### src/rtl/core/thermal_tier_governor_assert.svh
// Assertion macros used by the thermal tier governor back end
`ifndef THERMAL_TIER_GOVERNOR_ASSERT_SVH
`define THERMAL_TIER_GOVERNOR_ASSERT_SVH
`ifndef NO_ASSERTIONS
// Same-cycle implication, clocked on clk, off while in reset
`define TTG_ASSERT_IMP(lbl, ante, cons, msg) \
  lbl: assert property (@(posedge clk) disable iff (!rst_n) (ante) |-> (cons)) else $error(msg);
// Next-cycle implication, clocked on clk, off while in reset
`define TTG_ASSERT_NXT(lbl, ante, cons, msg) \
  lbl: assert property (@(posedge clk) disable iff (!rst_n) (ante) |=> (cons)) else $error(msg);
`else
`define TTG_ASSERT_IMP(lbl, ante, cons, msg)
`define TTG_ASSERT_NXT(lbl, ante, cons, msg)
`endif
`endif

### src/rtl/core/ttg_pkg.sv
// Shared types, constants and register map of the thermal tier governor
`default_nettype none
package ttg_pkg;

  // Default structural parameters
  localparam int TIME_BITS_DEF   = 32;
  localparam int QUEUE_DEPTH_DEF = 2;

  // Field widths
  localparam int NOW_W   = 32;
  localparam int TEMP_W  = 19;
  localparam int THR_W   = 18;
  localparam int HOLD_W  = 20;
  localparam int POLL_W  = 16;
  localparam int SCALE_W = 17;
  localparam int TIER_W  = 2;

  // APB register port
  localparam int ADDR_W  = 5;
  localparam int PDATA_W = 32;

  // Register indexes (byte address / 4)
  localparam logic [2:0] REG_ENABLE    = 3'd0;
  localparam logic [2:0] REG_HOT_THR   = 3'd1;
  localparam logic [2:0] REG_COOL_THR  = 3'd2;
  localparam logic [2:0] REG_COOL_HOLD = 3'd3;
  localparam logic [2:0] REG_POLL_IV   = 3'd4;
  localparam logic [2:0] REG_SCALE0    = 3'd5;
  localparam logic [2:0] REG_SCALE1    = 3'd6;
  localparam logic [2:0] REG_SCALE2    = 3'd7;

  // Register reset values
  localparam logic [THR_W-1:0]   HOT_THR_RST   = 18'd78000;
  localparam logic [THR_W-1:0]   COOL_THR_RST  = 18'd66000;
  localparam logic [HOLD_W-1:0]  COOL_HOLD_RST = 20'd45000;
  localparam logic [POLL_W-1:0]  POLL_IV_RST   = 16'd3000;
  localparam logic [SCALE_W-1:0] SCALE0_RST    = 17'd65536;
  localparam logic [SCALE_W-1:0] SCALE1_RST    = 17'd43254;
  localparam logic [SCALE_W-1:0] SCALE2_RST    = 17'd32768;

  // Tiers
  localparam logic [SCALE_W-1:0] FULL_SCALE = 17'd65536;
  localparam logic [TIER_W-1:0]  TIER_FULL  = 2'd0;
  localparam logic [TIER_W-1:0]  TIER_MID   = 2'd1;
  localparam logic [TIER_W-1:0]  TIER_MAX   = 2'd2;

  // Classification of one reading, made by the front end
  typedef struct packed {
    logic good;   // sensor ok and reading above zero
    logic hot;    // at or above the hot threshold
    logic cool;   // at or below the cool threshold
  } ttg_class_t;

  localparam int CLASS_W     = $bits(ttg_class_t);
  localparam int ENT_FIXED_W = CLASS_W + TEMP_W;

endpackage
`default_nettype wire

### src/rtl/core/ttg_front.sv
// Front end: accepts update requests and classifies the reading
`default_nettype none
module ttg_front import ttg_pkg::*; #(
  parameter int TIME_BITS = TIME_BITS_DEF
) (
  input  logic                             in_valid,
  output logic                             in_ready,
  input  logic [NOW_W-1:0]                 in_now_ms,
  input  logic                             in_read_ok,
  input  logic signed [TEMP_W-1:0]         in_temp_milli,
  input  logic [THR_W-1:0]                 hot_thr,
  input  logic [THR_W-1:0]                 cool_thr,
  input  logic                             q_ready,
  output logic                             q_push,
  output logic [TIME_BITS+ENT_FIXED_W-1:0] q_data
);

  ttg_class_t             cls;
  logic [TIME_BITS-1:0]   now_t;
  logic signed [TEMP_W-1:0] hot_s;
  logic signed [TEMP_W-1:0] cool_s;

  // Take a request whenever the queue has room
  assign in_ready = q_ready;
  assign q_push   = in_valid && q_ready;

  // Keep the low time bits (zero-extend for wider time bases)
  assign now_t = TIME_BITS'(in_now_ms);

  // Compare the reading against both thresholds as signed values
  assign hot_s    = $signed({1'b0, hot_thr});
  assign cool_s   = $signed({1'b0, cool_thr});
  assign cls.good = in_read_ok && !in_temp_milli[TEMP_W-1] && (in_temp_milli != '0);
  assign cls.hot  = in_temp_milli >= hot_s;
  assign cls.cool = in_temp_milli <= cool_s;

  assign q_data = {now_t, cls, in_temp_milli};

endmodule
`default_nettype wire

### src/rtl/core/ttg_queue.sv
// Short flop queue between the front end and the governor back end
`default_nettype none
module ttg_queue import ttg_pkg::*; #(
  parameter int WIDTH = 8,
  parameter int DEPTH = QUEUE_DEPTH_DEF
) (
  input  logic             clk,
  input  logic             rst_n,
  input  logic             push,
  output logic             push_ready,
  input  logic [WIDTH-1:0] push_data,
  output logic             pop_valid,
  input  logic             pop,
  output logic [WIDTH-1:0] pop_data
);

  localparam int PTR_W = (DEPTH > 1) ? $clog2(DEPTH) : 1;
  localparam int CNT_W = $clog2(DEPTH + 1);

  logic [WIDTH-1:0] mem_r [DEPTH];
  logic [PTR_W-1:0] wr_ptr_r, wr_ptr_nxt;
  logic [PTR_W-1:0] rd_ptr_r, rd_ptr_nxt;
  logic [CNT_W-1:0] count_r, count_nxt;
  logic             do_pop;

  assign push_ready = count_r != CNT_W'(DEPTH);
  assign pop_valid  = count_r != '0;
  assign do_pop     = pop && pop_valid;
  assign pop_data   = mem_r[rd_ptr_r];

  // Advance pointers with wrap at the queue depth
  always_comb begin
    wr_ptr_nxt = wr_ptr_r;
    rd_ptr_nxt = rd_ptr_r;
    count_nxt  = count_r;
    if (push) begin
      wr_ptr_nxt = (wr_ptr_r == PTR_W'(DEPTH - 1)) ? '0 : wr_ptr_r + 1'b1;
    end
    if (do_pop) begin
      rd_ptr_nxt = (rd_ptr_r == PTR_W'(DEPTH - 1)) ? '0 : rd_ptr_r + 1'b1;
    end
    if (push && !do_pop) begin
      count_nxt = count_r + 1'b1;
    end else if (do_pop && !push) begin
      count_nxt = count_r - 1'b1;
    end
  end

  always_ff @(posedge clk) begin
    if (!rst_n) begin
      wr_ptr_r <= '0;
      rd_ptr_r <= '0;
      count_r  <= '0;
    end else begin
      wr_ptr_r <= wr_ptr_nxt;
      rd_ptr_r <= rd_ptr_nxt;
      count_r  <= count_nxt;
    end
  end

  // Store the entry; payload needs no reset
  always_ff @(posedge clk) begin
    if (push) begin
      mem_r[wr_ptr_r] <= push_data;
    end
  end

endmodule
`default_nettype wire

### src/rtl/core/ttg_back.sv
// Back end: governor state, tier decision and the result register
`default_nettype none
`include "thermal_tier_governor_assert.svh"
module ttg_back import ttg_pkg::*; #(
  parameter int TIME_BITS = TIME_BITS_DEF
) (
  input  logic                             clk,
  input  logic                             rst_n,
  input  logic                             q_valid,
  output logic                             q_pop,
  input  logic [TIME_BITS+ENT_FIXED_W-1:0] q_data,
  input  logic                             enable,
  input  logic [HOLD_W-1:0]                cool_hold,
  input  logic [POLL_W-1:0]                poll_iv,
  input  logic [SCALE_W-1:0]               scale0,
  input  logic [SCALE_W-1:0]               scale1,
  input  logic [SCALE_W-1:0]               scale2,
  output logic                             out_valid,
  input  logic                             out_ready,
  output logic [SCALE_W-1:0]               out_scale_q16,
  output logic [TIER_W-1:0]                out_tier,
  output logic                             out_polled,
  output logic                             out_stepped_down,
  output logic                             out_stepped_up,
  output logic signed [TEMP_W-1:0]         out_last_temp_out
);

  localparam int CMP_W = (TIME_BITS > HOLD_W) ? TIME_BITS : HOLD_W;

  logic [TIME_BITS-1:0]     d_now;
  ttg_class_t               d_cls;
  logic [TEMP_W-1:0]        d_temp;

  logic [TIER_W-1:0]        tier_r, tier_nxt;
  logic [TIME_BITS-1:0]     last_poll_r, last_poll_nxt;
  logic [TIME_BITS-1:0]     cool_start_r, cool_start_nxt;
  logic                     cool_armed_r, cool_armed_nxt;
  logic [TEMP_W-1:0]        last_good_r, last_good_nxt;

  logic                     out_valid_r;
  logic [SCALE_W-1:0]       scale_r, scale_nxt;
  logic [TIER_W-1:0]        out_tier_r;
  logic                     polled_r, polled_nxt;
  logic                     down_r, down_nxt;
  logic                     up_r, up_nxt;
  logic [TEMP_W-1:0]        out_temp_r;

  logic [TIME_BITS-1:0]     poll_gap;
  logic [TIME_BITS-1:0]     cool_gap;
  logic                     poll_due;
  logic                     hold_done;

  assign {d_now, d_cls, d_temp} = q_data;

  // Pop when the result register is free or being emptied
  assign q_pop = q_valid && (!out_valid_r || out_ready);

  // Wrapping elapsed times
  assign poll_gap  = d_now - last_poll_r;
  assign cool_gap  = d_now - cool_start_r;
  assign poll_due  = poll_gap >= TIME_BITS'(poll_iv);
  assign hold_done = CMP_W'(cool_gap) >= CMP_W'(cool_hold);

  // Decide the tier step for one update
  always_comb begin
    tier_nxt       = tier_r;
    last_poll_nxt  = last_poll_r;
    cool_start_nxt = cool_start_r;
    cool_armed_nxt = cool_armed_r;
    last_good_nxt  = last_good_r;
    polled_nxt     = 1'b0;
    down_nxt       = 1'b0;
    up_nxt         = 1'b0;
    if (enable && poll_due) begin
      polled_nxt    = 1'b1;
      last_poll_nxt = d_now;
      if (d_cls.good) begin
        last_good_nxt = d_temp;
        if (d_cls.hot && (tier_r < TIER_MAX)) begin
          tier_nxt       = tier_r + 1'b1;
          cool_armed_nxt = 1'b0;
          down_nxt       = 1'b1;
        end else if (d_cls.cool && (tier_r != TIER_FULL)) begin
          if (!cool_armed_r) begin
            cool_armed_nxt = 1'b1;
            cool_start_nxt = d_now;
          end else if (hold_done) begin
            tier_nxt       = tier_r - 1'b1;
            cool_armed_nxt = 1'b0;
            up_nxt         = 1'b1;
          end
        end else begin
          cool_armed_nxt = 1'b0;
        end
      end
    end
  end

  // Look up the scale of the resulting tier (full scale while disabled)
  always_comb begin
    if (!enable) begin
      scale_nxt = FULL_SCALE;
    end else begin
      case (tier_nxt)
        TIER_FULL: scale_nxt = scale0;
        TIER_MID:  scale_nxt = scale1;
        default:   scale_nxt = scale2;
      endcase
    end
  end

  // Hold the governor state between updates
  always_ff @(posedge clk) begin
    if (!rst_n) begin
      tier_r       <= TIER_FULL;
      last_poll_r  <= '0;
      cool_start_r <= '0;
      cool_armed_r <= 1'b0;
      last_good_r  <= '0;
      out_valid_r  <= 1'b0;
    end else begin
      if (q_pop) begin
        tier_r       <= tier_nxt;
        last_poll_r  <= last_poll_nxt;
        cool_start_r <= cool_start_nxt;
        cool_armed_r <= cool_armed_nxt;
        last_good_r  <= last_good_nxt;
        out_valid_r  <= 1'b1;
      end else if (out_ready) begin
        out_valid_r  <= 1'b0;
      end
    end
  end

  // Load the result register
  always_ff @(posedge clk) begin
    if (q_pop) begin
      scale_r    <= scale_nxt;
      out_tier_r <= tier_nxt;
      polled_r   <= polled_nxt;
      down_r     <= down_nxt;
      up_r       <= up_nxt;
      out_temp_r <= last_good_nxt;
    end
  end

  assign out_valid         = out_valid_r;
  assign out_scale_q16     = scale_r;
  assign out_tier          = out_tier_r;
  assign out_polled        = polled_r;
  assign out_stepped_down  = down_r;
  assign out_stepped_up    = up_r;
  assign out_last_temp_out = $signed(out_temp_r);

  `TTG_ASSERT_IMP(a_step_excl, out_valid_r, !(down_r && up_r), "step up and down together")
  `TTG_ASSERT_IMP(a_down_tier, out_valid_r && down_r, out_tier_r != TIER_FULL, "step down to tier 0")
  `TTG_ASSERT_NXT(a_dis_hold, q_pop && !enable, $stable(tier_r) && $stable(last_poll_r) && $stable(cool_armed_r), "state moved while disabled")
  `TTG_ASSERT_NXT(a_hot_down, q_pop && enable && poll_due && d_cls.good && d_cls.hot && (tier_r != TIER_MAX), out_valid_r && down_r, "hot poll did not step down")

endmodule
`default_nettype wire

### src/rtl/core/thermal_tier_governor.sv
// Top level of the thermal tier governor: register file, front end, queue, back end
//
//  channel  | handshake           | payload
//  ---------+---------------------+-----------------------------------------------
//  in       | in_valid/in_ready   | in_now_ms, in_read_ok, in_temp_milli
//  out      | out_valid/out_ready | out_scale_q16, out_tier, out_polled,
//           |                     | out_stepped_down, out_stepped_up, out_last_temp_out
//  cfg      | psel/penable/pready | paddr, pwrite, pwdata, prdata (APB, 4*index)
//
// One request per cycle sustained while out_ready stays high; a result is held in a queue entry
// and then in the back-end result register.
// The rate is set by the state update in the back end.
// Reset is synchronous, active low; it clears the tier state and loads the default registers.
// The queue lets requests keep arriving while a result stalls until it fills.
`default_nettype none
module thermal_tier_governor import ttg_pkg::*; #(
  parameter int TIME_BITS   = TIME_BITS_DEF,
  parameter int QUEUE_DEPTH = QUEUE_DEPTH_DEF
) (
  input  logic                     clk,
  input  logic                     rst_n,
  input  logic                     in_valid,
  output logic                     in_ready,
  input  logic [NOW_W-1:0]         in_now_ms,
  input  logic                     in_read_ok,
  input  logic signed [TEMP_W-1:0] in_temp_milli,
  output logic                     out_valid,
  input  logic                     out_ready,
  output logic [SCALE_W-1:0]       out_scale_q16,
  output logic [TIER_W-1:0]        out_tier,
  output logic                     out_polled,
  output logic                     out_stepped_down,
  output logic                     out_stepped_up,
  output logic signed [TEMP_W-1:0] out_last_temp_out,
  input  logic                     psel,
  input  logic                     penable,
  input  logic                     pwrite,
  input  logic [ADDR_W-1:0]        paddr,
  input  logic [PDATA_W-1:0]       pwdata,
  output logic [PDATA_W-1:0]       prdata,
  output logic                     pready
);

  localparam int ENT_W = TIME_BITS + ENT_FIXED_W;

  logic                 enable_r;
  logic [THR_W-1:0]     hot_thr_r;
  logic [THR_W-1:0]     cool_thr_r;
  logic [HOLD_W-1:0]    cool_hold_r;
  logic [POLL_W-1:0]    poll_iv_r;
  logic [SCALE_W-1:0]   scale0_r;
  logic [SCALE_W-1:0]   scale1_r;
  logic [SCALE_W-1:0]   scale2_r;

  logic                 wr_en;
  logic [2:0]           reg_idx;
  logic                 q_push;
  logic                 q_ready;
  logic [ENT_W-1:0]     q_wdata;
  logic                 q_valid;
  logic                 q_pop;
  logic [ENT_W-1:0]     q_rdata;

  assign pready  = 1'b1;
  assign wr_en   = psel && penable && pwrite;
  assign reg_idx = paddr[ADDR_W-1:2];

  // Write the configuration registers
  always_ff @(posedge clk) begin
    if (!rst_n) begin
      enable_r    <= 1'b0;
      hot_thr_r   <= HOT_THR_RST;
      cool_thr_r  <= COOL_THR_RST;
      cool_hold_r <= COOL_HOLD_RST;
      poll_iv_r   <= POLL_IV_RST;
      scale0_r    <= SCALE0_RST;
      scale1_r    <= SCALE1_RST;
      scale2_r    <= SCALE2_RST;
    end else if (wr_en) begin
      case (reg_idx)
        REG_ENABLE:    enable_r    <= pwdata[0];
        REG_HOT_THR:   hot_thr_r   <= pwdata[THR_W-1:0];
        REG_COOL_THR:  cool_thr_r  <= pwdata[THR_W-1:0];
        REG_COOL_HOLD: cool_hold_r <= pwdata[HOLD_W-1:0];
        REG_POLL_IV:   poll_iv_r   <= pwdata[POLL_W-1:0];
        REG_SCALE0:    scale0_r    <= pwdata[SCALE_W-1:0];
        REG_SCALE1:    scale1_r    <= pwdata[SCALE_W-1:0];
        REG_SCALE2:    scale2_r    <= pwdata[SCALE_W-1:0];
        default:       ;
      endcase
    end
  end

  // Return the addressed register
  always_comb begin
    case (reg_idx)
      REG_ENABLE:    prdata = PDATA_W'(enable_r);
      REG_HOT_THR:   prdata = PDATA_W'(hot_thr_r);
      REG_COOL_THR:  prdata = PDATA_W'(cool_thr_r);
      REG_COOL_HOLD: prdata = PDATA_W'(cool_hold_r);
      REG_POLL_IV:   prdata = PDATA_W'(poll_iv_r);
      REG_SCALE0:    prdata = PDATA_W'(scale0_r);
      REG_SCALE1:    prdata = PDATA_W'(scale1_r);
      REG_SCALE2:    prdata = PDATA_W'(scale2_r);
      default:       prdata = '0;
    endcase
  end

  ttg_front #(
    .TIME_BITS (TIME_BITS)
  ) u_front (
    .in_valid      (in_valid),
    .in_ready      (in_ready),
    .in_now_ms     (in_now_ms),
    .in_read_ok    (in_read_ok),
    .in_temp_milli (in_temp_milli),
    .hot_thr       (hot_thr_r),
    .cool_thr      (cool_thr_r),
    .q_ready       (q_ready),
    .q_push        (q_push),
    .q_data        (q_wdata)
  );

  ttg_queue #(
    .WIDTH (ENT_W),
    .DEPTH (QUEUE_DEPTH)
  ) u_queue (
    .clk        (clk),
    .rst_n      (rst_n),
    .push       (q_push),
    .push_ready (q_ready),
    .push_data  (q_wdata),
    .pop_valid  (q_valid),
    .pop        (q_pop),
    .pop_data   (q_rdata)
  );

  ttg_back #(
    .TIME_BITS (TIME_BITS)
  ) u_back (
    .clk               (clk),
    .rst_n             (rst_n),
    .q_valid           (q_valid),
    .q_pop             (q_pop),
    .q_data            (q_rdata),
    .enable            (enable_r),
    .cool_hold         (cool_hold_r),
    .poll_iv           (poll_iv_r),
    .scale0            (scale0_r),
    .scale1            (scale1_r),
    .scale2            (scale2_r),
    .out_valid         (out_valid),
    .out_ready         (out_ready),
    .out_scale_q16     (out_scale_q16),
    .out_tier          (out_tier),
    .out_polled        (out_polled),
    .out_stepped_down  (out_stepped_down),
    .out_stepped_up    (out_stepped_up),
    .out_last_temp_out (out_last_temp_out)
  );

endmodule
`default_nettype wire
### config.mk
export PLATFORM = sky130hd
export DESIGN_NAME = thermal_tier_governor
export DESIGN_NICKNAME = d
export VERILOG_FILES = /design/src/rtl/core/ttg_pkg.sv /design/src/rtl/core/ttg_front.sv /design/src/rtl/core/ttg_queue.sv /design/src/rtl/core/ttg_back.sv /design/src/rtl/core/thermal_tier_governor.sv
export VERILOG_INCLUDE_DIRS = /design/src /design/src/rtl/core
export SDC_FILE = /design/constraint.sdc
export NUM_CORES = 1
export LEC_CHECK = 0
export BUFFER_PORTS_ARGS = -buffer_cell sky130_fd_sc_hd__buf_2
export CELL_PAD_IN_SITES_DETAIL_PLACEMENT = 1
export CELL_PAD_IN_SITES_GLOBAL_PLACEMENT = 2
export CORE_ASPECT_RATIO = 1.2
export CORE_MARGIN = 2
export CORE_UTILIZATION = 42
export CTS_BUF_LIST = sky130_fd_sc_hd__clkbuf_4
export CTS_CLUSTER_DIAMETER = 50
export DETAILED_ROUTE_END_ITERATION = 8
export PLACE_DENSITY_LB_ADDON = 0.1
export SETUP_SLACK_MARGIN = 0.4
export SLEW_MARGIN = 20
export SYNTH_ARGS = -nofsm -noshare
export SYNTH_HDL_FRONTEND = slang
export SYNTH_SLANG_ARGS = --single-unit
### constraint.sdc
create_clock -name clk -period 17.45 [get_ports clk]
set_clock_uncertainty 0.2 [all_clocks]
set_input_delay 0.8725 -clock clk [delete_from_list [all_inputs] [get_ports clk]]
set_output_delay 0.8725 -clock clk [all_outputs]
set_load 0.01 [all_outputs]
==> metrics.txt <==
Synth Area in Compound Gates=17.5%; Ports=172; Req. time, crit path=17.81 ns; leak pwr=8.95 nW; sequential share of the synthesized area=42.8%; commonest non-fill, non-tap cell in the layout=nand2_1; path type of the worst setup path=reg2reg; Net Sw Frac=38.1%; max_cap viols=0; dpl hpwl=49.0 mm; initial DRC count=787; # clock sinks=365; Least-Margin Pin Slew=1.17 ns; Mapped Area=0.0206 sq mm; DR vias/cell=5.59; Switch Pwr=0.00112 W; # resized after CTS=0; Netlist cell types=93; Slowest Stage Delay on Critical Path=0.97 ns; main combinational cell family by area after synthesis=compound AO/OA/AOI/OAI gates; Non-Filler Instances=3134; final net count=2651; DP Cell Count=2912; Placer Congestion=0.865; post-synthesis mux area share=8.80%; Tmin final=8.42 ns; Area Overhead vs Synth=13.8%; routed via count=17.5k; CTS tree=built; Die ar.=0.0508 sq mm; Clock transition at path regs=0.07 ns; Die Ht=246 microns; port bufs=144; fmax=119 MHz; Initial Util=42.7%; Max-slew headroom=22.0%; vias in the first global route=18.7k; main area contributors after synthesis=edfxtp_1 (22%), dfxtp_1 (21%), ha_1 (8.3%); setup total negative slack=0 ns; largest net degree at the start of global routing=77; DRC Markers=0; Clock Latency Late Sink=0.85 ns; CP max FO=24; Synth Warn #=0; # fillers=5639; Post-Synth XOR/XNOR Area=1.92%; initial antenna violation count=1; post-layout util=48.5%; hold slack final=0.100 ns; depth of the CTS H-tree=3; core region area=0.0482 sq mm; top cell type's share of synthesized area=21.8%; Final period util=48.2%; drt total wl=68.3 mm; Yosys reg bits=365; DR WL/cell=21.8 microns; Post-synth EDFFs=149; max-slew violation count=0; Crit-path slowest cell=o31ai_4; RSZ-0062 raised after global routing=false; Comb pwr share=37.6%; GR peak layer=met2; TritonCTS Buffers=100; Fin. Hold Viols=0; M2 GR Usage=51.0%; worst hold start=in_temp_milli[0]; Post-Synth Adder-Cell Area=8.53%; GRT Total Usage=27.1%; layout cells sized above 1=18.7%; CTS max path bufs=3; total grt overflow=0; critical path capture point type=flop; site row count=88; crit path DAT=8.78 ns; met3 Use GR=3.41%; sequential share of power=34.8%; worst min path class=in2reg; met1 usage=30.9%; Syn Inst Count=2240; leading area contributor after synthesis=edfxtp_1; Simple-Gate Fraction of Synth Area=14.6%; Clock power frac=27.6%; power density over the cells=126 mW/mm^2; Die Wd=206 microns; DR pass1 iterations=5; Peak VDD IR=0.0782 mV; root buf cell=clkbuf_4; crit path cell chain=mux2i_1 -> ha_1 -> inv_1 -> fa_1 -> a211oi_2 -> o21ai_1 -> a41oi_1 -> or3_1 -> nor2b_1 -> xnor2_1 -> ha_1 -> and3_1 -> o21ai_0 -> o41ai_1 -> a211oi_1 -> o2111ai_1 -> a2111oi_0 -> nand4_1 -> o31ai_4 -> o21ai_1 -> o22ai_4 -> mux2i_1 -> a21oi_1; Routed Antenna Nets=0; Synth Flop Type=dfxtp_1; Setup violations, final=0; startpoint type of the worst setup path=flop; commonest non-fill, non-tap cells in the layout=nand2_1 (339), a21oi_1 (221), dfxtp_1 (215); global-route wire length before repair=105 mm; Synth Area per Inst=9.18 sq um; asr flop ratio synth=0%; outcome=finished clean; P_int=0.00182 W
[layer usage]
| metal | up-vias | part of all wire, % |
|---|---|---|
| met1 | 8638 | 39 |
| li1 | 8378 | - |
| met5 | - | 0 |
| met4 | 0 | 2.9 |
| met2 | 385 | 53 |
| met3 | 108 | 4.3 |
[power groups by stage]
stage | clock [W] | combinational, W | sequential (W)
2_1_floorplan | 0 | 0.000735 | 0.00106
3_3_place_gp | 0 | 0.00107 | 0.00104
3_5_place_dp | 0 | 0.00110 | 0.00104
4_1_cts | 0.000840 | 0.00111 | 0.00103
5_1_grt | 0.000883 | 0.00122 | 0.00103
6_report | 0.000812 | 0.00110 | 0.00102
[state kept, by name (all words and copies together), names as in the netlist, 2 cells and up, named ones only]
| signal | cells |
|---|---|
| scale2_r | 17 |
| u_back.last_poll_r | 32 |
| poll_iv_r | 16 |
| scale1_r | 17 |
| u_back.cool_start_r | 32 |
| cool_thr_r | 18 |
| hot_thr_r | 18 |
| u_back.last_good_r | 19 |
| u_back.out_tier | 2 |
| u_back.out_last_temp_out | 19 |
| u_queue.count_r | 2 |
| u_back.out_scale_q16 | 17 |
| u_back.tier_r | 2 |
| u_queue.mem_r | 108 |
| cool_hold_r | 20 |
| scale0_r | 17 |
[metrics by stage]
| step | area [sq um] | setup WS [ns] | power [W] |
|---|---|---|---|
| 3_3_place_gp | 21700 | 9.12 | 0.00211 |
| 6_report | 23400 | 9.03 | 0.00294 |
| 3_5_place_dp | 21700 | 8.89 | 0.00215 |
| 2_1_floorplan | 20600 | 11.12 | 0.00180 |
| 4_1_cts | 23400 | 8.89 | 0.00298 |
| 5_1_grt | 23400 | 8.67 | 0.00314 |
[what timing repair did]
item | 4_1_cts | 5_1_grt
endpoints found under the hold margin | 64 | 0
setup buffers | 0 | 0
setup endpoints to repair | 0 | 0
hold buffers | 32 | 0
[cells in the mapped netlist (15+ instances only)]
cell type  number
nand2_1       340
a21oi_1       221
dfxtp_1       216
nor2_1        164
inv_1         158
edfxtp_1      149
ha_1          137
o21ai_0       116
clkbuf_1       83
mux2_2         71
mux2i_1        65
o211ai_1       43
a211oi_1       40
a21o_1         30
nand4_1        28
nand3_1        26
xnor2_1        25
a221oi_1       20
xor2_1         20
nor3_1         18
buf_2          17
mux4_2         16
nand2b_1       16
nor2b_1        16
buf_4          15
o21a_1         15
[cells by family after synthesis]
| group | after synthesis |
|---|---|
| XOR/XNOR | 45 |
| flip-flops | 365 |
| buffers and inverters | 290 |
| multiplexers | 152 |
| AND/OR/NAND/NOR | 675 |
| other | 2 |
| AO/OA/AOI/OAI | 572 |
| adder cells (fa/ha/maj) | 139 |
[worst paths after layout]
| check | end | slack [ns] | cells after the start |
|---|---|---|---|
| setup / recovery | u_back.out_scale_q16[10] | 9.03 | 23 |
| hold / removal | u_queue.mem_r[0][0] | 0.10 | 1 |
| setup reg to reg | u_back.out_scale_q16[10] | 9.03 | 23 |
| hold reg to reg | cool_thr_r[14] | 0.25 | 2 |
[worst max-delay path, delay by kind of cell (launching register included)]
kind | cells | cell delay (ns)
xor gates and xnor gates | 1 | 0.14
AOI/OAI and AO/OA | 12 | 4.42
muxes | 2 | 0.87
and+or+nand+nor | 4 | 0.98
adders and majority gates | 3 | 1.09
DFF | 1 | 0.34
buffers and inverters | 1 | 0.08
[area by class of cell]
cell class / count / area (sq um) / share of cell area, %
multi-input cells: 1596 / 10700 / 45.6
flip-flops and latches: 365 / 8800 / 37.6
clock buffers: 164 / 1230 / 5.26
repair buffers: 194 / 1180 / 5.03
well taps: 630 / 788 / 3.37
inverters: 159 / 599 / 2.56
clock inverters: 25 / 121 / 0.519
diodes: 1 / 2.50 / 0.0107
(Power assumes the default switching activity.)
